**src/rtl/csvt_pkg.sv**
```systemverilog
// Package for the CSV field tokenizer: scan modes, end codes, result and
// queue entry types, character and queue constants. No dependencies.
`default_nettype none
package csvt_pkg;

  localparam logic [7:0] CH_QUOTE = 8'd34;
  localparam logic [7:0] CH_COMMA = 8'd44;
  localparam logic [7:0] CH_LF    = 8'd10;
  localparam logic [7:0] CH_CR    = 8'd13;

  localparam int QUEUE_DEPTH = 4;
  localparam int QPTR_BITS   = $clog2(QUEUE_DEPTH);

  typedef enum logic [2:0] {
    MODE_START    = 3'd0,
    MODE_UNQ      = 3'd1,
    MODE_QUOTED   = 3'd2,
    MODE_QSEEN    = 3'd3,
    MODE_AFTER_CR = 3'd4
  } csvt_mode_t;

  typedef enum logic [1:0] {
    KIND_COMMA  = 2'd0,
    KIND_LINE   = 2'd1,
    KIND_BUFEND = 2'd2,
    KIND_TEXT   = 2'd3
  } csvt_kind_t;

  typedef struct packed {
    logic [15:0] start;
    logic [15:0] length;
    logic        quoted;
    csvt_kind_t  kind;
    logic        ovf;
  } csvt_result_t;

  typedef struct packed {
    logic         two;
    csvt_result_t r0;
    csvt_result_t r1;
  } csvt_entry_t;

endpackage
`default_nettype wire

```
**src/rtl/csvt_if.sv**
```systemverilog
// Channel interfaces of the CSV field tokenizer: byte input and field output.
// Depends on nothing.
`default_nettype none
interface csvt_in_if;
  logic       valid;
  logic       ready;
  logic [7:0] data_byte;
  logic       buffer_end;

  modport source (output valid, output data_byte, output buffer_end, input ready);
  modport sink (input valid, input data_byte, input buffer_end, output ready);
endinterface

interface csvt_out_if;
  logic        valid;
  logic        ready;
  logic [15:0] field_start;
  logic [15:0] field_length;
  logic        was_quoted;
  logic [1:0]  end_kind;
  logic        overflow;
  logic        last_result;

  modport source (output valid, output field_start, output field_length,
                  output was_quoted, output end_kind, output overflow,
                  output last_result, input ready);
  modport sink (input valid, input field_start, input field_length,
                input was_quoted, input end_kind, input overflow,
                input last_result, output ready);
endinterface
`default_nettype wire

```
**src/rtl/csvt_scan.sv**
```systemverilog
// Front end: accepts bytes, runs the scan mode machine and builds one queue
// entry of up to two results per byte. Uses csvt_pkg and csvt_in_if.
`default_nettype none
module csvt_scan import csvt_pkg::*; #(
  parameter int POSITION_BITS = 16
) (
  input  wire logic  clk,
  input  wire logic  rst,
  csvt_in_if.sink    bytes,
  output csvt_entry_t push_entry,
  output logic       push_valid,
  input  wire logic  full
);

  localparam logic [POSITION_BITS-1:0] POS_MAX = {POSITION_BITS{1'b1}};
  localparam logic [POSITION_BITS:0]   LEN_LIM = (POSITION_BITS+1)'(17'h0FFFF);

  csvt_mode_t               mode, mode_new;
  logic [POSITION_BITS-1:0] pos, ofs, s_new, p_inc, pm1, ce_start;
  logic                     ovf, ovf_eff, pmax, accept;
  logic                     is_quote, is_comma, is_lf, is_cr, is_term;
  logic                     open_quote, do_start;
  logic [POSITION_BITS:0]   p_plus, span_p, span_pm1, span_e, ce_len, fe_len;
  logic                     ce_valid, ce_quoted, fe_valid, fe_quoted;
  csvt_kind_t               ce_kind;
  csvt_result_t             r_case, r_flush;

  function automatic logic [15:0] clamp(input logic [POSITION_BITS:0] v);
    if (v > LEN_LIM) begin
      return 16'hFFFF;
    end
    return 16'(v);
  endfunction

  assign bytes.ready = !full && !rst;
  assign accept      = bytes.valid && bytes.ready;

  assign is_quote = (bytes.data_byte == CH_QUOTE);
  assign is_comma = (bytes.data_byte == CH_COMMA);
  assign is_lf    = (bytes.data_byte == CH_LF);
  assign is_cr    = (bytes.data_byte == CH_CR);
  assign is_term  = is_comma || is_lf || is_cr;

  assign pmax     = (pos == POS_MAX);
  assign p_inc    = pmax ? pos : pos + POSITION_BITS'(1);
  assign pm1      = (pos == '0) ? '0 : pos - POSITION_BITS'(1);
  assign p_plus   = {1'b0, pos} + (POSITION_BITS+1)'(1);
  assign span_p   = (pos > ofs) ? {1'b0, pos} - {1'b0, ofs} : '0;
  assign span_pm1 = (pm1 > ofs) ? {1'b0, pm1} - {1'b0, ofs} : '0;
  assign span_e   = (p_plus > {1'b0, s_new}) ? p_plus - {1'b0, s_new} : '0;

  always_comb begin
    mode_new   = mode;
    s_new      = ofs;
    open_quote = 1'b0;
    do_start   = 1'b0;
    ce_valid   = 1'b0;
    ce_start   = ofs;
    ce_len     = '0;
    ce_quoted  = 1'b0;
    ce_kind    = KIND_COMMA;
    case (mode)
      MODE_UNQ: begin
        if (is_term) begin
          ce_valid = 1'b1;
          ce_len   = span_p;
          if (is_comma) begin
            ce_kind  = KIND_COMMA;
            mode_new = MODE_START;
          end else if (is_lf) begin
            ce_kind  = KIND_LINE;
            mode_new = MODE_START;
          end else begin
            ce_kind  = KIND_LINE;
            mode_new = MODE_AFTER_CR;
          end
        end
      end
      MODE_QUOTED: begin
        if (is_quote) begin
          mode_new = MODE_QSEEN;
        end
      end
      MODE_QSEEN: begin
        if (is_quote) begin
          mode_new = MODE_QUOTED;
        end else begin
          ce_valid  = 1'b1;
          ce_len    = span_pm1;
          ce_quoted = 1'b1;
          if (is_comma) begin
            ce_kind  = KIND_COMMA;
            mode_new = MODE_START;
          end else if (is_lf) begin
            ce_kind  = KIND_LINE;
            mode_new = MODE_START;
          end else if (is_cr) begin
            ce_kind  = KIND_LINE;
            mode_new = MODE_AFTER_CR;
          end else begin
            ce_kind  = KIND_TEXT;
            do_start = 1'b1;
          end
        end
      end
      MODE_AFTER_CR: begin
        if (is_lf) begin
          mode_new = MODE_START;
        end else begin
          do_start = 1'b1;
        end
      end
      default: begin
        do_start = 1'b1;
      end
    endcase

    if (do_start) begin
      if (is_quote) begin
        open_quote = 1'b1;
        s_new      = p_inc;
        mode_new   = MODE_QUOTED;
      end else if (is_term) begin
        ce_valid  = 1'b1;
        ce_start  = pos;
        ce_len    = '0;
        ce_quoted = 1'b0;
        ce_kind   = is_comma ? KIND_COMMA : KIND_LINE;
        mode_new  = is_cr ? MODE_AFTER_CR : MODE_START;
      end else begin
        s_new    = pos;
        mode_new = MODE_UNQ;
      end
    end
  end

  assign ovf_eff   = ovf || (open_quote && pmax);
  assign fe_valid  = bytes.buffer_end &&
                     (mode_new == MODE_UNQ || mode_new == MODE_QUOTED ||
                      mode_new == MODE_QSEEN);
  assign fe_len    = (mode_new == MODE_QSEEN) ? span_p : span_e;
  assign fe_quoted = (mode_new != MODE_UNQ);

  always_comb begin
    r_case.start   = clamp({1'b0, ce_start});
    r_case.length  = clamp(ce_len);
    r_case.quoted  = ce_quoted;
    r_case.kind    = ce_kind;
    r_case.ovf     = ovf_eff;
    r_flush.start  = clamp({1'b0, s_new});
    r_flush.length = clamp(fe_len);
    r_flush.quoted = fe_quoted;
    r_flush.kind   = KIND_BUFEND;
    r_flush.ovf    = ovf_eff;
    push_entry.two = ce_valid && fe_valid;
    push_entry.r0  = ce_valid ? r_case : r_flush;
    push_entry.r1  = r_flush;
  end

  assign push_valid = accept && (ce_valid || fe_valid);

  always_ff @(posedge clk) begin
    if (rst) begin
      mode <= MODE_START;
      pos  <= '0;
      ofs  <= '0;
      ovf  <= 1'b0;
    end else if (accept) begin
      if (bytes.buffer_end) begin
        mode <= MODE_START;
        pos  <= '0;
        ofs  <= '0;
        ovf  <= 1'b0;
      end else begin
        mode <= mode_new;
        pos  <= p_inc;
        ofs  <= s_new;
        ovf  <= ovf_eff || pmax;
      end
    end
  end

endmodule
`default_nettype wire

```
**src/rtl/csvt_queue.sv**
```systemverilog
// Back end: short queue of result entries and the output beat sequencer that
// hands them out one result per beat. Uses csvt_pkg and csvt_out_if.
`default_nettype none
module csvt_queue import csvt_pkg::*; (
  input  wire logic        clk,
  input  wire logic        rst,
  input  wire csvt_entry_t push_entry,
  input  wire logic        push_valid,
  output logic             full,
  csvt_out_if.source       fields
);

  csvt_entry_t          q [QUEUE_DEPTH];
  logic [QPTR_BITS-1:0] wp, rp;
  logic [QPTR_BITS:0]   count;
  logic                 sub, beat, pop;
  csvt_entry_t          head;
  csvt_result_t         cur;

  assign full = (count == (QPTR_BITS+1)'(QUEUE_DEPTH));
  assign head = q[rp];
  assign cur  = sub ? head.r1 : head.r0;

  assign fields.valid        = (count != '0) && !rst;
  assign fields.field_start  = cur.start;
  assign fields.field_length = cur.length;
  assign fields.was_quoted   = cur.quoted;
  assign fields.end_kind     = cur.kind;
  assign fields.overflow     = cur.ovf;
  assign fields.last_result  = sub || !head.two;

  assign beat = fields.valid && fields.ready;
  assign pop  = beat && (sub || !head.two);

  always_ff @(posedge clk) begin
    if (push_valid) begin
      q[wp] <= push_entry;
    end
  end

  always_ff @(posedge clk) begin
    if (rst) begin
      wp    <= '0;
      rp    <= '0;
      count <= '0;
      sub   <= 1'b0;
    end else begin
      if (push_valid) begin
        wp <= wp + QPTR_BITS'(1);
      end
      if (pop) begin
        rp  <= rp + QPTR_BITS'(1);
        sub <= 1'b0;
      end else if (beat) begin
        sub <= 1'b1;
      end
      case ({push_valid, pop})
        2'b10:   count <= count + (QPTR_BITS+1)'(1);
        2'b01:   count <= count - (QPTR_BITS+1)'(1);
        default: count <= count;
      endcase
    end
  end

endmodule
`default_nettype wire

```
**src/rtl/csv_field_tokenizer_core.sv**
```systemverilog
// CSV field tokenizer top level: scan front end feeding the result queue.
// Uses csvt_pkg, csvt_if, csvt_scan and csvt_queue.
//
// Usage: bytes carries one buffer byte per beat, buffer_end set on the final
// byte. fields carries one beat per CSV field: start position, raw length,
// quoted flag, end code, sticky overflow and last_result, which marks the
// final field caused by a byte. A byte causes zero, one or two fields.
// A field is registered in the queue before it shows on fields.
// Throughput: one byte per cycle while the queue is not full, set by the
// scan mode update; a byte causing two fields takes a beat for each of them.
// The queue holds four entries; when it is full, bytes.ready drops until the
// receiver takes the last beat of an entry, so a stalled receiver holds the
// current beat and backs up the input without loss.
// Reset: clears scan mode, position, field start and overflow, empties the
// queue; bytes.ready and fields.valid stay low while rst is high.
`default_nettype none
module csv_field_tokenizer_core import csvt_pkg::*; #(
  parameter int POSITION_BITS = 16
) (
  input  wire logic  clk,
  input  wire logic  rst,
  csvt_in_if.sink    bytes,
  csvt_out_if.source fields
);

  csvt_entry_t push_entry;
  logic        push_valid;
  logic        full;

  csvt_scan #(
    .POSITION_BITS(POSITION_BITS)
  ) u_scan (
    .clk       (clk),
    .rst       (rst),
    .bytes     (bytes),
    .push_entry(push_entry),
    .push_valid(push_valid),
    .full      (full)
  );

  csvt_queue u_queue (
    .clk       (clk),
    .rst       (rst),
    .push_entry(push_entry),
    .push_valid(push_valid),
    .full      (full),
    .fields    (fields)
  );

endmodule
`default_nettype wire

```
**src/flat_wrapper.sv**
```systemverilog
// flat-port wrapper written by rule: the top's interface ports become plain ports
module csv_field_tokenizer_core_flat import csvt_pkg::*;
#(
  parameter int POSITION_BITS = 16
)
  (clk, rst, bytes_valid, bytes_data_byte, bytes_buffer_end, bytes_ready, fields_valid, fields_field_start, fields_field_length, fields_was_quoted, fields_end_kind, fields_overflow, fields_last_result, fields_ready);
  csvt_in_if bytes_i ();
  csvt_out_if fields_i ();
  input  wire logic clk;
  input  wire logic rst;
  input wire logic [$bits(bytes_i.valid)-1:0] bytes_valid;
  input wire logic [$bits(bytes_i.data_byte)-1:0] bytes_data_byte;
  input wire logic [$bits(bytes_i.buffer_end)-1:0] bytes_buffer_end;
  output wire logic [$bits(bytes_i.ready)-1:0] bytes_ready;
  output wire logic [$bits(fields_i.valid)-1:0] fields_valid;
  output wire logic [$bits(fields_i.field_start)-1:0] fields_field_start;
  output wire logic [$bits(fields_i.field_length)-1:0] fields_field_length;
  output wire logic [$bits(fields_i.was_quoted)-1:0] fields_was_quoted;
  output wire logic [$bits(fields_i.end_kind)-1:0] fields_end_kind;
  output wire logic [$bits(fields_i.overflow)-1:0] fields_overflow;
  output wire logic [$bits(fields_i.last_result)-1:0] fields_last_result;
  input wire logic [$bits(fields_i.ready)-1:0] fields_ready;
  assign bytes_i.valid = bytes_valid;
  assign bytes_i.data_byte = bytes_data_byte;
  assign bytes_i.buffer_end = bytes_buffer_end;
  assign bytes_ready = bytes_i.ready;
  assign fields_valid = fields_i.valid;
  assign fields_field_start = fields_i.field_start;
  assign fields_field_length = fields_i.field_length;
  assign fields_was_quoted = fields_i.was_quoted;
  assign fields_end_kind = fields_i.end_kind;
  assign fields_overflow = fields_i.overflow;
  assign fields_last_result = fields_i.last_result;
  assign fields_i.ready = fields_ready;
  csv_field_tokenizer_core #(.POSITION_BITS(POSITION_BITS)) u_core (.clk(clk), .rst(rst), .bytes(bytes_i), .fields(fields_i));
endmodule
```
**config.mk**
```make
export PLATFORM = sky130hd
export DESIGN_NAME = csv_field_tokenizer_core_flat
export DESIGN_NICKNAME = d
export VERILOG_FILES = /design/src/rtl/csvt_pkg.sv /design/src/rtl/csvt_if.sv /design/src/rtl/csvt_scan.sv /design/src/rtl/csvt_queue.sv /design/src/rtl/csv_field_tokenizer_core.sv /design/src/flat_wrapper.sv
export SDC_FILE = /design/constraint.sdc
export NUM_CORES = 1
export LEC_CHECK = 0
export ABC_AREA = 1
export BUFFER_PORTS_ARGS = -buffer_cell sky130_fd_sc_hd__buf_4
export CORE_MARGIN = 5
export CORE_UTILIZATION = 25
export DETAILED_ROUTE_END_ITERATION = 10
export PLACE_DENSITY_LB_ADDON = 0.25
export SETUP_SLACK_MARGIN = 0.1
export SLEW_MARGIN = 20
export SYNTH_ARGS = -nofsm -noshare
export SYNTH_HDL_FRONTEND = slang
export SYNTH_SLANG_ARGS = --single-unit
export TNS_END_PERCENT = 20
```
**constraint.sdc**
```tcl
create_clock -name clk -period 6.1 [get_ports clk]
set_input_delay 0 -clock clk [delete_from_list [all_inputs] [get_ports clk]]
set_output_delay 0 -clock clk [all_outputs]
set_load 0.005 [all_outputs]
```
After elaboration in Yosys (flattened, before gate mapping)
Memories as Yosys holds them, arrays and structs flattened. A register that Yosys moved wholly into a read port is not among the register bits.
Cells that the tools add are included.
{"block": "totals", "ff_bits": 44, "latchBits": 0, "ram_bits": 284, "romBits": 0, "out_inout_bits": 39, "elab_cells": 142, "mem_count": 1}
{"name": "u_core.u_queue.q", "words": 4, "word_bits": 71, "rd": 1, "rd_clocked_by_memory_dff": 1, "write_ports": 1, "line_no": "csvt_queue.sv:13", "rtl": "csvt_entry_t q [QUEUE_DEPTH];"}
{"block": "op_classes", "addsub": 10, "mul": 0, "div_mod_pow": 0, "magnitude_cmp": 5, "eq_ne": 16, "shifts": 0, "n_mux": 77, "bitwise": 0, "reduce_logical": 25}
{"cell": "$mux W16", "count": 14}
{"cell": "$mux W17", "count": 9}
{"cell": "$mux W36", "count": 2}
{"cell": "$mux W3", "count": 14}
{"cell": "$gt A17 B16 Y1 const B", "count": 2}
{"cell": "$pmux W17 S2", "count": 1}
{"cell": "$sub A16 B16 Y17", "count": 2}
{"cell": "$gt A16 B16 Y1", "count": 2}
{"cell": "$mux W1", "count": 23}
{"cell": "$mux W2", "count": 9}
{"cell": "$add A16 B1 Y17 const B", "count": 1}
{"cell": "$gt A17 B16 Y1", "count": 1}
{"cell": "$sub A17 B16 Y17", "count": 1}
{"cell": "$add A16 B1 Y16 const B", "count": 1}
{"cell": "$eq A16 B16 Y1 const B", "count": 1}
{"cell": "$eq A8 B4 Y1 const B", "count": 2}
{"cell": "$eq A8 B6 Y1 const B", "count": 2}
{"cell": "$logic_not A16 Y1", "count": 1}
{"cell": "$sub A16 B1 Y16 const B", "count": 1}
{"cell": "$eq A3 B2 Y1 const B", "count": 4}
{"cell": "$pmux W3 S4", "count": 1}
{"cell": "$logic_and A1 B1 Y1", "count": 9}
{"cell": "$logic_or A1 B1 Y1", "count": 8}
{"cell": "$eq A3 B1 Y1 const B", "count": 2}
{"cell": "15 further kinds", "count": 20}

Logic depth before layout (Yosys ltp)
{"block": "logic_depth", "ltp_word": 15, "mapped_depth": 29, "depth_no_buf": 28}

Hierarchy
From an unflattened synthesis, not the netlist that was laid out.
{"block": "hier_totals", "hier_cells": 2269, "hier_area_um2": 19055.8}
{"module": "csvt_queue", "instances": 1, "cells_per_inst": 896, "area_each_um2": 11736.3, "seq_area_each_um2": 8968.6}
{"module": "csvt_scan", "instances": 1, "cells_per_inst": 1373, "area_each_um2": 7319.5, "seq_area_each_um2": 720.7}

Worst setup path before layout
No wires, ideal clock.
{"block": "synth_path", "path_type": "register to register", "startpoint": "register u_core.u_scan.mode[0]", "endpoint": "memory u_core.u_queue.q[0][10] in the netlist's numbering (enable)", "arrival_ns": 4.441, "required_time_ns": 5.602, "setup_slack_ns": 1.160, "stages_incl_launch_ff": 15, "path_buffers": 0, "synth_period_minus_slack_ns": 4.940, "cell_sequence": "dfxtp_1 -> inv_2 -> nor2_2 -> inv_2 -> nor2_2 -> nand2_2 -> inv_2 -> nand2_2 -> nand2_4 -> nand3_4 -> nand3_1 -> nand2_1 -> nand2_2 -> nand2_2 -> nor2_1"}
{"block": "synth_via", "elab_chain_len": 14}
{"element": "start: declaration", "line_no": "csvt_scan.sv:18", "rtl": "csvt_mode_t mode, mode_new;"}
{"element": "start signal: assignment", "line_no": "csvt_scan.sv:175", "rtl": "mode <= mode_new;"}
{"element": "$mux W3", "line_no": "csvt_scan.sv:97", "rtl": "end else if (is_cr) begin"}
{"element": "$mux W3", "line_no": "csvt_scan.sv:94", "rtl": "end else if (is_lf) begin"}
{"element": "$mux W3", "line_no": "csvt_scan.sv:91", "rtl": "if (is_comma) begin"}
{"element": "$mux W3", "line_no": "csvt_scan.sv:85", "rtl": "if (is_quote) begin"}
{"element": "$pmux W3 S4", "line_no": "csvt_scan.sv:62", "rtl": "case (mode)"}
{"element": "$mux W3", "line_no": "csvt_scan.sv:118", "rtl": "if (do_start) begin"}
{"element": "$eq A3 B1 Y1 / $eq A3 B2 Y1 (equally long branches)", "line_no": "csvt_scan.sv:139", "rtl": "(mode_new == MODE_UNQ || mode_new == MODE_QUOTED ||"}
{"element": "$logic_or A1 B1 Y1 (2 in series)", "line_no": "csvt_scan.sv:139"}
{"element": "$logic_and A1 B1 Y1", "line_no": "csvt_scan.sv:138", "rtl": "assign fe_valid = bytes.buffer_end &&"}
{"element": "$logic_or A1 B1 Y1 (*)", "line_no": "csvt_scan.sv:160", "rtl": "assign push_valid = accept && (ce_valid || fe_valid);"}
{"element": "$logic_and A1 B1 Y1 (*)", "line_no": "csvt_scan.sv:160"}
{"element": "$mux W1 (*)", "line_no": "csvt_queue.sv:36", "rtl": "if (push_valid) begin"}
{"element": "$mux W1 (implied by the code) (*)", "line_no": "csvt_queue.sv:37", "rtl": "q[wp] <= push_entry;"}
{"element": "end: declaration", "line_no": "csvt_queue.sv:13"}
Every way passes the cells marked *; elsewhere a longest branch is shown, timed or not.

==> flow_summary_export.csv <==
group,metric,value,unit
outcome,status,"complete, no violations",
clock_tree,clk_pin_slew,0.06,ns
logic_synthesis,synth_enable_flop_cells,280,
sta,tightest_slew,1.07,ns
setup_path,slowest_stage,"dfxtp_1",
clock_tree,cts_buffers,37,
global_route,gr-total-overflow,0,
clock_tree,insertion_delay,0.56,ns
power,ir_drop,0.000200,V
placed_design,port_buffers,51,
setup_path,path_cells,"nand2_2 > nor2_4 > nand2_4 > inv_2 > nand3_2 > xor2_1 > or2_0 > nand3_1 > inv_2 > ha_1 > fa_1 > o21ai_1 > nand2_1 > nand2_1 > nand2_1 > nand2_1 > nand2_1 > nand2_1 > o21ai_4 > nand2_4 > nand2_1 > nand2_1 > nand2_1",
min_path,holdPathStages,8,
power,p_sw,1520,uW
cells_and_area,drive_above_1_share,11.2,%
drt,drtIter0Drc,1160,
setup_path,crit_required,6.39,ns
clock_tree,cts_resized,0,
logic_synthesis,avgSynthCellArea,8.78,um^2
drt,num_vias,14695,
setup_path,r2r_slack,1.06,ns
sta,max_slew_margin,27.8,%
clock_tree,clock-sinks,326,
logic_synthesis,syn_nets,2137,
logic_synthesis,ys_ff_latch,326,
cells_and_area,areaGrowthSynthToFinish,14.0,%
global_route,antenna_found_initial,0,
clock_tree,clock_path_buffers,3,
setup_path,startpoint_type,"flip-flop",
sta,finalHoldViolCount,0,
setup_path,critical_path_class,"reg -> reg",
cells_and_area,diodes,0,
setup_path,cp_slowest_stage_delay,0.82,ns
power,clkPwrFrac,38.6,%
global_route,grtUsageTotal,14.3,%
drt,ant_nets,0,
logic_synthesis,synth_area_leaders,"edfxtp_1 (46%), nand2_1 (8.4%), nor2_1 (7.1%)",
logic_synthesis,ys_async_sr_fraction,0,%
clock_tree,cts_tree,"built",
global_route,grt_pass1_vias,13899,
logic_synthesis,yosys_warnings,0,
cells_and_area,multi_input_area,7760,um^2
cells_and_area,fillerInstances,7580,
die,die_w,279,um
power,combPwrFrac,14.5,%
sta,setup_viol,0,
die,io_pins,52,
drt,drcViolationCount,0,
sta,fmax,199,MHz
die,dieArea,78000,um^2
min_path,min_path_type,"in -> reg",
setup_path,cp-end-kind,"flip-flop",
cells_and_area,final_cell_area,20700,um^2
global_route,grt_pass1_wl,86900,um
setup_path,r2r-end,"u_core.u_queue.q[3][53]",
power,power.share.sequential,46.8,%
min_path,hp-start,"bytes_data_byte[1]",
setup_path,r2r-start,"u_core.u_scan.pos[4]",
sta,grt_setup_unrepaired,"no",
placed_design,place.gp.congestion,0.924,
clock_tree,clockRootBuffer,"clkbuf_16",
die,die_h,279,um
setup_path,rr_worst_depth,23,
clock_tree,post_cts_buffers,0,
logic_synthesis,synth_area,18100,um^2
logic_synthesis,yosysSeqAreaShare,51.4,%
power,swShare,27.6,%
sta,fin_worst_skew,0.0255,ns
cells_and_area,fin_nets,2155,
die,fp-row-count,98,
drt,drt-pass1-iter-count,5,
drt,wirelength,57600,um
die,core_area,71700,um^2
min_path,hold_path_end,"u_core.u_scan.mode[2]",
job,cap_violations,0,
power,p_per_area,266,nW/um^2
setup_path,arrival,5.32,ns
clock_tree,ctsHoldBuffers,6,
power,internal_power,3980,uW
cells_and_area,regArea,9330,um^2
cells_and_area,fin_util,28.8,%
setup_path,crit_path_frequent_cell,"nand2_1",
die,initial_core_util,25.3,%
logic_synthesis,synth_top_cell_area_share,46.4,%
drt,via_per_inst,4.80,
logic_synthesis,synth_cells,2065,
global_route,grt_max_degree,81,
sta,maxSlewViolCount,0,
placed_design,dp_hpwl,39200,um
clock_tree,htreeDepth,2,
sta,fin_crit,5.04,ns
power,p_leak,0.00821,uW
logic_synthesis,yosysTopAreaCell,"edfxtp_1",
placed_design,placed_area,19500,um^2
setup_path,critPathMaxFanout,16,
logic_synthesis,synthFlopType,"edfxtp_1",
drt,drt-wirelength-per-cell,18.8,um
sta,period_share,82.6,%
sta,tns,0,ns
logic_synthesis,synth.distinct_cells,56,
stage by stage:
step	power, uW	hold slack [ns]	worst slack, ns	cells
detailed placement	3420	0.249	1.16	2988
finish	5500	0.0284	1.06	3061
global placement	3410	0.246	1.22	2988
global route	5730	0.0692	0.691	3061
floorplan	3140	0.0352	1.16	2065
CTS	5560	0.00777	1.15	3061
layout make-up:
class	instances	area share (%)
sequential	326	45.2
timing repair buffer	71	2.89
clock buffer	48	4.68
inverter	171	3.13
multi-input combinational	1476	37.6
tap	950	5.75
clock inverter	19	0.835
worst max path at each step:
stage	start	end	slack [ns]	cells after the start
final	u_core.u_scan.pos[4]	u_core.u_queue.q[3][53]	1.06	23
after CTS	u_core.u_scan.pos[4]	u_core.u_queue.q[3][53]	1.15	23
after detailed placement	u_core.u_scan.pos[4]	u_core.u_queue.q[1][53]	1.16	23
after global placement	u_core.u_scan.pos[4]	u_core.u_queue.q[2][45]	1.22	23
after global routing	bytes_data_byte[4]	u_core.u_queue.q[3][53]	0.69	28
after floorplan	u_core.u_scan.mode[0]	u_core.u_queue.q[0][10]	1.16	14
metal layers:
metal	up-vias	share of wire, %	global-route usage (%)
met1	7138	48	20.5
li1	7093	-	-
met4	0	2.4	3.84
met3	76	5.5	2.60
met2	388	44	22.4
met5	-	0	0
placed cells by master, fill, tap and decap left out, types with 38 or more instances in the layout:
cell and n:
nor2_1 338, inv_1 140, nand3_1 59, ha_1 55, dfxtp_1 44, buf_4 61, nand2_1 407, edfxtp_1 280
o21ai_0 218, a31oi_1 38, a21oi_1 93
cells in the mapped netlist, types with 12 or more instances:
master and number:
a21oi_1 93, a31oi_1 38, buf_2 13, clkbuf_1 60, dfxtp_1 46, edfxtp_1 280, ha_1 55, inv_1 142
inv_2 25, nand2_1 407, nand2_2 18, nand2_4 18, nand3_1 59, nand4_1 18, nor2_1 342, o211ai_1 17
o21ai_0 218, o21ai_1 12, o22ai_1 37, xnor2_1 13, xor2_1 29
worst max-delay path, delay by kind of cell, from the launching register on:
| family | cells | cell delay, ns |
|---|---|---|
| adder cells (fa/ha/maj) | 2 | 0.66 |
| XOR/XNOR | 1 | 0.26 |
| AO/OA/AOI/OAI | 2 | 0.35 |
| AND/OR/NAND/NOR | 16 | 2.47 |
| buffers and inverters | 2 | 0.19 |
| flip-flops | 1 | 0.82 |
sequential cells by signal, indices dropped and copies added, names as in the netlist, named ones only:
signal                flops
u_core.u_scan.ovf         1
u_core.u_queue.rp         2
u_core.u_queue.wp         2
u_core.u_scan.pos        16
u_core.u_scan.ofs        16
u_core.u_scan.mode        3
u_core.u_queue.count      3
u_core.u_queue.sub        1
u_core.u_queue.q        280
kinds of logic after synthesis:
| family | share of synthesized area, % |
|---|---|
| flops | 51.4 |
| fa+ha+maj | 4.24 |
| compound gates | 13.9 |
| simple gates | 22.5 |
| xor+xnor | 2.03 |
| buf+inv | 5.95 |
power by group through the flow:
stage          registers [uW]  clock network (uW)  logic (uW)
2_1_floorplan            2620                   0         526
3_3_place_gp             2620                   0         796
3_5_place_dp             2620                   0         797
4_1_cts                  2570                2180         801
5_1_grt                  2580                2270         886
6_report                 2570                2120         798
Note: power is estimated with default switching activity, not from simulation.
